<file path="src/design/hlp_pkg.sv">
`timescale 1ns / 1ps
`default_nettype none
package hlp_pkg;

  localparam int unsigned CAPACITY_DEF = 1024;
  localparam int          KEY_W        = 64;
  localparam int          VAL_W        = 64;
  localparam int          CNT_W        = 10;
  localparam int          MIX_SHIFT    = 33;

  localparam logic [63:0]      MIX_C1          = 64'hff51afd7ed558ccd;
  localparam logic [63:0]      MIX_C2          = 64'hc4ceb9fe1a85ec53;
  localparam logic [CNT_W-1:0] MAX_ENTRIES_RST = 10'd512;

  typedef enum logic [1:0] {
    CMD_PUT  = 2'd0,
    CMD_GET  = 2'd1,
    CMD_NEXT = 2'd2,
    CMD_NOP  = 2'd3
  } cmd_t;

  typedef enum logic [2:0] {
    ST_INSERTED  = 3'd0,
    ST_UPDATED   = 3'd1,
    ST_FOUND     = 3'd2,
    ST_NOT_FOUND = 3'd3,
    ST_FULL      = 3'd4,
    ST_END       = 3'd5
  } status_t;

  // one table slot: used flag, key, value
  typedef struct packed {
    logic             used;
    logic [KEY_W-1:0] key;
    logic [VAL_W-1:0] value;
  } entry_t;

endpackage
`default_nettype wire

</file>
<file path="src/design/hlp_mix.sv">
`timescale 1ns / 1ps
`default_nettype none
// 64-bit finalizer on one shared 32x32 multiplier; done is registered and hash is ready when it rises.
module hlp_mix (
  input  wire logic        clk,
  input  wire logic        rst_n,
  input  wire logic        start,
  input  wire logic [63:0] key,
  output logic             done,
  output logic [63:0]      hash
);
  import hlp_pkg::*;

  logic [63:0] x_r, x_nxt, acc_r, acc_nxt;
  logic [2:0]  ph_r, ph_nxt;
  logic        busy_r, busy_nxt, done_r, done_nxt;
  logic [31:0] op_a, op_b;
  logic [63:0] cst, prod, term;

  // phases 0-2: first multiply, 3: xor-shift, 4-6: second multiply, 7: xor-shift
  always_comb begin
    cst = ph_r[2] ? MIX_C2 : MIX_C1;
    case (ph_r[1:0])
      2'd0: begin
        op_a = x_r[31:0];
        op_b = cst[31:0];
      end
      2'd1: begin
        op_a = x_r[31:0];
        op_b = cst[63:32];
      end
      default: begin
        op_a = x_r[63:32];
        op_b = cst[31:0];
      end
    endcase
    prod = {32'd0, op_a} * {32'd0, op_b};
    term = (ph_r[1:0] == 2'd0) ? prod : {prod[31:0], 32'd0};
  end

  always_comb begin
    x_nxt    = x_r;
    acc_nxt  = acc_r;
    ph_nxt   = ph_r;
    busy_nxt = busy_r;
    done_nxt = 1'b0;
    if (start) begin
      x_nxt    = key ^ (key >> MIX_SHIFT);
      acc_nxt  = '0;
      ph_nxt   = 3'd0;
      busy_nxt = 1'b1;
    end else if (busy_r) begin
      if (ph_r == 3'd3) begin
        x_nxt   = acc_r ^ (acc_r >> MIX_SHIFT);
        acc_nxt = '0;
        ph_nxt  = ph_r + 3'd1;
      end else if (ph_r == 3'd7) begin
        x_nxt    = acc_r ^ (acc_r >> MIX_SHIFT);
        ph_nxt   = 3'd0;
        busy_nxt = 1'b0;
        done_nxt = 1'b1;
      end else begin
        acc_nxt = acc_r + term;
        ph_nxt  = ph_r + 3'd1;
      end
    end
  end

  always_ff @(posedge clk) begin
    x_r   <= x_nxt;
    acc_r <= acc_nxt;
    if (!rst_n) begin
      ph_r   <= 3'd0;
      busy_r <= 1'b0;
      done_r <= 1'b0;
    end else begin
      ph_r   <= ph_nxt;
      busy_r <= busy_nxt;
      done_r <= done_nxt;
    end
  end

  assign done = done_r;
  assign hash = x_r;

  a_done_from_busy: assert property (@(posedge clk) disable iff (!rst_n)
    done_r |-> !busy_r) else $error("mix done while busy");
  a_start_idle: assert property (@(posedge clk) disable iff (!rst_n)
    start |=> busy_r && ph_r == 3'd0) else $error("mix start not taken");
  a_phase_idle: assert property (@(posedge clk) disable iff (!rst_n)
    !busy_r |-> ph_r == 3'd0) else $error("mix phase moved while idle");

endmodule
`default_nettype wire

</file>
<file path="config.mk">
export PLATFORM = sky130hd
export DESIGN_NAME = hlp_mix
export DESIGN_NICKNAME = d
export VERILOG_FILES = /design/src/design/hlp_pkg.sv /design/src/design/hlp_mix.sv
export SDC_FILE = /design/constraint.sdc
export NUM_CORES = 2
export LEC_CHECK = 0
export BUFFER_PORTS_ARGS = -buffer_cell sky130_fd_sc_hd__buf_2
export CAP_MARGIN = 25
export CORE_MARGIN = 2
export CORE_UTILIZATION = 35
export DETAILED_ROUTE_END_ITERATION = 10
export PLACE_DENSITY = 0.58
export SLEW_MARGIN = 10
export SYNTH_ARGS = -nofsm -noshare
export SYNTH_HDL_FRONTEND = slang
export SYNTH_SLANG_ARGS = --single-unit
</file>
<file path="constraint.sdc">
create_clock -name clk -period 11 [get_ports clk]
set_clock_uncertainty 0.2 [all_clocks]
set_input_delay 1.1 -clock clk [delete_from_list [all_inputs] [get_ports clk]]
set_output_delay 1.1 -clock clk [all_outputs]
set_load 0.02 [all_outputs]
</file>
### Word-level counts from Yosys, hierarchy flattened

Index checks and enable logic that the tools add are counted.

* add/sub/neg operators: 2
* multiply operators: 1
* eq/ne operators: 4
* multiplexer cells: 17
* bitwise gates (word level): 4
* reduce and logical (&&, ||, !) cells: 8

Operators by type and width (number)
* 64-bit 2-to-1 mux: 7
* 64-bit by 31-bit bitwise XOR with 64-bit output: 2
* 64-bit adder: 1
* 32-bit by 32-bit multiplier with 64-bit output: 1
* 32-bit 2-to-1 mux: 2
* 62-bit 2-to-1 mux: 1
* 3-bit 2-to-1 mux: 2
* 1-bit 2-to-1 mux: 5
* 2-bit AND reduction: 2
* 2-bit OR reduction: 2
* 4-bit OR reduction: 1
* 3-bit by 1-bit adder with 3-bit output (second input constant): 1
* 3-bit by 2-bit equality test with 1-bit output (second input constant): 1
* 3-bit equality test (second input constant): 1
* 3-bit nonzero test: 1
* 2-bit by 1-bit equality test with 1-bit output (second input constant): 1
* 2-bit zero test: 1
* 2-bit != test (second input constant): 1
* 1-bit NOT: 2
* 2-bit nonzero test: 1

* bits in registers: 133
* output and inout port bits: 65
* word-level logic and storage cells: 41

### Depth between registers and ports, before layout

* depth after elaboration: 8
* mapped depth: 50

### Worst setup path after synthesis

OpenSTA, ideal clock, no wires.

* path kind: flip-flop to flip-flop
* start: register ph_r[0]
* end: register acc_r[55]
* library setup time: 0.117 ns
* arrival time: 10.888 ns
* data required time: 10.683 ns
* setup slack: -0.205 ns
* stages on the path, launching flop included: 44
* path buffers: 5
* period minus slack after synthesis: 11.205 ns
* cells stage by stage: dfxtp_1 -> ha_1 -> clkbuf_1 -> clkbuf_1 -> inv_1 -> ha_1 -> inv_1 -> clkbuf_1 -> buf_1 -> buf_1 -> nand2_1 -> fa_1 -> inv_1 -> fa_1 -> fa_1 -> inv_1 -> fa_1 -> inv_1 -> (+8 left out) -> o21ai_0 -> a311o_1 -> a211oi_2 -> o21ai_0 -> a21oi_1 -> xnor2_1 -> mux2_2 -> ha_1 -> nand4_1 -> or3b_1 -> or3_1 -> a21oi_1 -> o311ai_1 -> or2_2 -> nand2_1 -> a41oi_1 -> xnor2_1 -> a22o_1

* longest elaborated chain between the ends: 8

Ends and longest elaborated chain
* start, declared: RTL line hlp_mix.sv:15 `logic [2:0] ph_r, ph_nxt;`
* start signal, assigned: RTL line hlp_mix.sv:77 `ph_r <= ph_nxt;`
* 2-bit by 1-bit equality test with 1-bit output or 2-bit zero test (tied branches): RTL line hlp_mix.sv:23, hlp_mix.sv:38
* 2-bit OR reduction (no source line)
* 32-bit 2-to-1 mux: RTL line hlp_mix.sv:23 `case (ph_r[1:0])`
* 32-bit by 32-bit multiplier with 64-bit output: RTL line hlp_mix.sv:37 `prod = {32'd0, op_a} * {32'd0, op_b};`
* 64-bit 2-to-1 mux: RTL line hlp_mix.sv:38 `term = (ph_r[1:0] == 2'd0) ? prod : {prod[31:0], 32'd0};`
* 64-bit adder: RTL line hlp_mix.sv:63 `acc_nxt = acc_r + term;`
* 64-bit 2-to-1 mux: RTL line hlp_mix.sv:57 `end else if (ph_r == 3'd7) begin`
* 64-bit 2-to-1 mux: RTL line hlp_mix.sv:53 `if (ph_r == 3'd3) begin`
* end signal, assigned: RTL line hlp_mix.sv:71 `acc_r <= acc_nxt;`
* end, declared: RTL line hlp_mix.sv:14 `logic [63:0] x_r, x_nxt, acc_r, acc_nxt;`

Parallel ways exist; a longest one is shown, timed or not. The select of a mux whose other input is x is not followed.
A chain may end at the register's enable or synchronous reset.

### Worst setup path in the final report

* start: register ph_r[1]
* end: register acc_r[62]

The elaborated chain is that of the path after synthesis.

==> reports/qor.log <==
INFO  placed_design  port-buffer-count=131
INFO  sta            finalHoldViolations=0
INFO  logic_synthesis yosys.area_share.simple=9.493%
INFO  logic_synthesis ys_ff_latch=133
INFO  global_route   grt_overflow_total=0
INFO  finish         commonest_cells_after_routing_fill_and_taps_aside=sky130_fd_sc_hd__inv_1, sky130_fd_sc_hd__fa_1, sky130_fd_sc_hd__buf_4
INFO  logic_synthesis synthDominantAreaCellType=sky130_fd_sc_hd__fa_1
INFO  logic_synthesis arithmetic_cell_share_of_the_synthesized_area_counting_full_adders_half_adders_and_majority_gates=51.92%
INFO  clock_network  clock_sink_count=133
INFO  route          drt.antenna.violating_nets=0
INFO  route          dr_total_vias=34006
INFO  clock_network  tritoncts=yes
INFO  sta            timing.fmax=92.72MHz
INFO  logic_synthesis synthTopCellsByArea=sky130_fd_sc_hd__fa_1, sky130_fd_sc_hd__ha_1, sky130_fd_sc_hd__inv_1, sky130_fd_sc_hd__edfxtp_1, sky130_fd_sc_hd__dfxtp_1
INFO  critical_path  cp_data_arrival_time=10.94ns
INFO  critical_path  critical_path.startpoint_type=flip-flop
INFO  clock_network  ctsHtreeMaxLevel=4
INFO  global_route   grtUsageTotal=27.24%
INFO  placed_design  finalWeightedCongestion=1.013
INFO  min_path       worstHoldPathType=reg -> reg
INFO  floorplan      dieArea=118200um2
INFO  logic_synthesis parity_gate_share_of_the_synthesized_area_counting_xor_and_xnor_cells=5.677%
INFO  critical_path  slowest_cell_on_the_critical_path=sky130_fd_sc_hd__fa_2
INFO  finish         finalNetCount=6363
INFO  logic_synthesis syn_area=40420um2
INFO  finish         drive_gt1_share=23.65%
INFO  clock_network  cts-buffers-inserted=17
INFO  clock_network  cts.root.buffer_cell=sky130_fd_sc_hd__clkbuf_16
INFO  route          firstDrtPassIters=6
INFO  route          avgRoutedWirePerCell=24.18um
INFO  floorplan      fp.coreArea=114500um2
INFO  finish         most_frequent_standard_cell_in_the_layout_excluding_fill_and_tap_cells=sky130_fd_sc_hd__inv_1
INFO  sta            setup_slack=0.2151ns
INFO  logic_synthesis synth_compound_area_share=11.88%
INFO  sta            layout_worst_path_cycle_share=98.04%
INFO  logic_synthesis synth.area.mux_share=2.312%
INFO  critical_path  critical_path_required=11.15ns
INFO  critical_path  max_stage_delay_on_crit_path=0.58ns
INFO  sta            final_max_slew_viol_count=0
INFO  critical_path  critical_path_peak_fanout=12
INFO  critical_path  cp.buffers_inverters=12
INFO  sta            timing.slew.headroom=35.54%
INFO  sta            worst-slew-pin-transition=0.9669ns
INFO  logic_synthesis unique_cell_type_count_in_the_yosys_netlist=89
INFO  floorplan      dieWidth=343.8um
INFO  finish         area.growth.synth_to_final=23.96%
INFO  job            max_cap_violations=0
INFO  sta            setup_total_negative_slack=0ns
INFO  placed_design  dpl.hpwl=140.5mm
INFO  clock_network  cts.path.max_buffers=2
INFO  global_route   grt_max_degree=65
INFO  critical_path  critical_path.top_delay_family=adder cells
INFO  sta            rsz0062_at_grt=true
INFO  critical_path  cp-end-kind=flip-flop
INFO  logic_synthesis postSynth.asyncResetShare=0%
INFO  logic_synthesis synth_top_flop_cell=sky130_fd_sc_hd__dfxtp_1
INFO  logic_synthesis syn_inst=4397
INFO  route          route.final.wire_length=159.8mm
INFO  logic_synthesis yosys_warn_count=0
INFO  floorplan      floorplan.initialDensity=35.30%
INFO  global_route   vias_in_the_first_global_route=35049
INFO  finish         num-fill-cells=11375
INFO  logic_synthesis postSynthNetCount=5677
INFO  logic_synthesis post_synth.cell_area_avg=9.193um2
INFO  clock_network  clkLatencyLatePin=0.47ns
INFO  global_route   wire_length_of_the_first_global_routing_pass=235.0mm
INFO  placed_design  place_worst_setup_slack=-0.5143ns
INFO  route          vias_per_cell=5.145
INFO  logic_synthesis synth_top_family_by_area=adder cells
INFO  logic_synthesis synth-edff-count=64
INFO  global_route   grt_antenna_before_repair=3
INFO  floorplan      die_y=343.8um
INFO  logic_synthesis fraction_of_post_synthesis_cell_area_in_the_top_cell_type_by_area=37.74%
INFO  clock_network  clock_pin_transition_on_the_worst_setup_and_hold_timing_paths=0.07ns
INFO  floorplan      fp-row-count=124
INFO  route          drt_iter0_markers=3032
INFO  sta            fin_crit=10.78ns
INFO  logic_synthesis yosysSeqAreaShare=8.172%
INFO  sta            worst_hold_slack=0.3409ns
INFO  critical_path  crit_type=reg -> reg
INFO  route          drt_drc_violations_left=0
INFO  status         run_status=completed
INFO  floorplan      floorplan.io_pins=132
INFO  sta            finalSetupViolations=0
[Yosys cell counts (all sizes together), types with 11 or more instances]
| library cell | number |
|---|---|
| a211oi | 16 |
| a21boi | 11 |
| a21o | 103 |
| a21oi | 214 |
| a22o | 59 |
| a31oi | 14 |
| and2 | 47 |
| and3 | 32 |
| buf | 23 |
| clkbuf | 129 |
| dfxtp | 69 |
| edfxtp | 64 |
| fa | 762 |
| ha | 451 |
| inv | 967 |
| mux2 | 56 |
| mux2i | 30 |
| nand2 | 276 |
| nand2b | 45 |
| nand3 | 34 |
| nand4 | 27 |
| nor2 | 287 |
| nor2b | 26 |
| nor3 | 25 |
| o211ai | 12 |
| o21a | 15 |
| o21ai | 147 |
| o21bai | 38 |
| or2 | 15 |
| xnor2 | 156 |
| xor2 | 106 |
[routing by layer]
layer | global-route usage (%) | vias to the layer above | part of all wire [%]
li1 | - | 15316 | -
met1 | 38.28 | 17144 | 43
met2 | 43.86 | 1329 | 46
met3 | 3.896 | 217 | 7.3
met4 | 7.400 | 0 | 3.5
met5 | 0 | - | 0
[layout make-up]
| class | count | area, um2 | area share (%) |
|---|---|---|---|
| clock inverters | 15 | 181.4 | 0.3621 |
| flip-flops and latches | 133 | 3309 | 6.605 |
| well taps | 1512 | 1892 | 3.776 |
| clock buffers | 17 | 425.4 | 0.8490 |
| repair buffers | 819 | 6310 | 12.59 |
| inverters | 976 | 3690 | 7.364 |
| multi-input cells | 3136 | 34290 | 68.44 |
| diodes | 2 | 5.005 | 0.009988 |
[worst register-to-register path, delay by kind of cell, from the launching register on]
| family | cells | cell delay, ns |
|---|---|---|
| flops | 1 | 0.37 |
| buf+inv | 12 | 1.68 |
| compound gates | 12 | 2.82 |
| simple gates | 4 | 0.68 |
| fa+ha+maj | 11 | 4.26 |
| xor+xnor | 2 | 0.32 |
| mux | 1 | 0.35 |
[kinds of logic after synthesis]
group | Yosys count
AO/OA/AOI/OAI | 721
XOR/XNOR | 262
adder cells (fa/ha/maj) | 1222
buffers and inverters | 1128
flip-flops | 133
multiplexers | 86
other | 1
AND/OR/NAND/NOR | 844
[stage by stage]
step | instances | util, % | cell area [um2]
after CTS | 6569 | 42.33 | 48460
after floorplan | 4397 | - | 40450
after global routing | 6608 | 43.76 | 50100
after global placement | 6530 | 41.53 | 47550
final | 6610 | 43.76 | 50110
after detailed placement | 6530 | 41.53 | 47550
[state kept, by name, indices dropped and copies added (netlist names)]
name and cells:
ph_r 3, busy_r 1, hash 64, acc_r 64, done 1
[worst paths after layout]
path / cells after the start / endpoint / start / slack, ns
worst max-delay path: 42 / acc_r[62] / ph_r[1] / 0.22
worst min-delay path: 1 / acc_r[4] / acc_r[4] / 0.34
worst max register to register: 42 / acc_r[62] / ph_r[1] / 0.22
worst min register to register: 1 / acc_r[4] / acc_r[4] / 0.34
[what timing repair did]
| item | in CTS | in global routing |
|---|---|---|
| endpoints found under the setup margin | 21 | 29 |
| gates resized for setup | 56 | 292 |
| gates cloned | 0 | 6 |
| hold buffers | 0 | 0 |
| pin swaps | 12 | 121 |
| setup buffers | 7 | 34 |
Power is left out: the tool's default activity adds up to more than one toggle a clock period on the data nets, which glitch-free logic cannot reach.
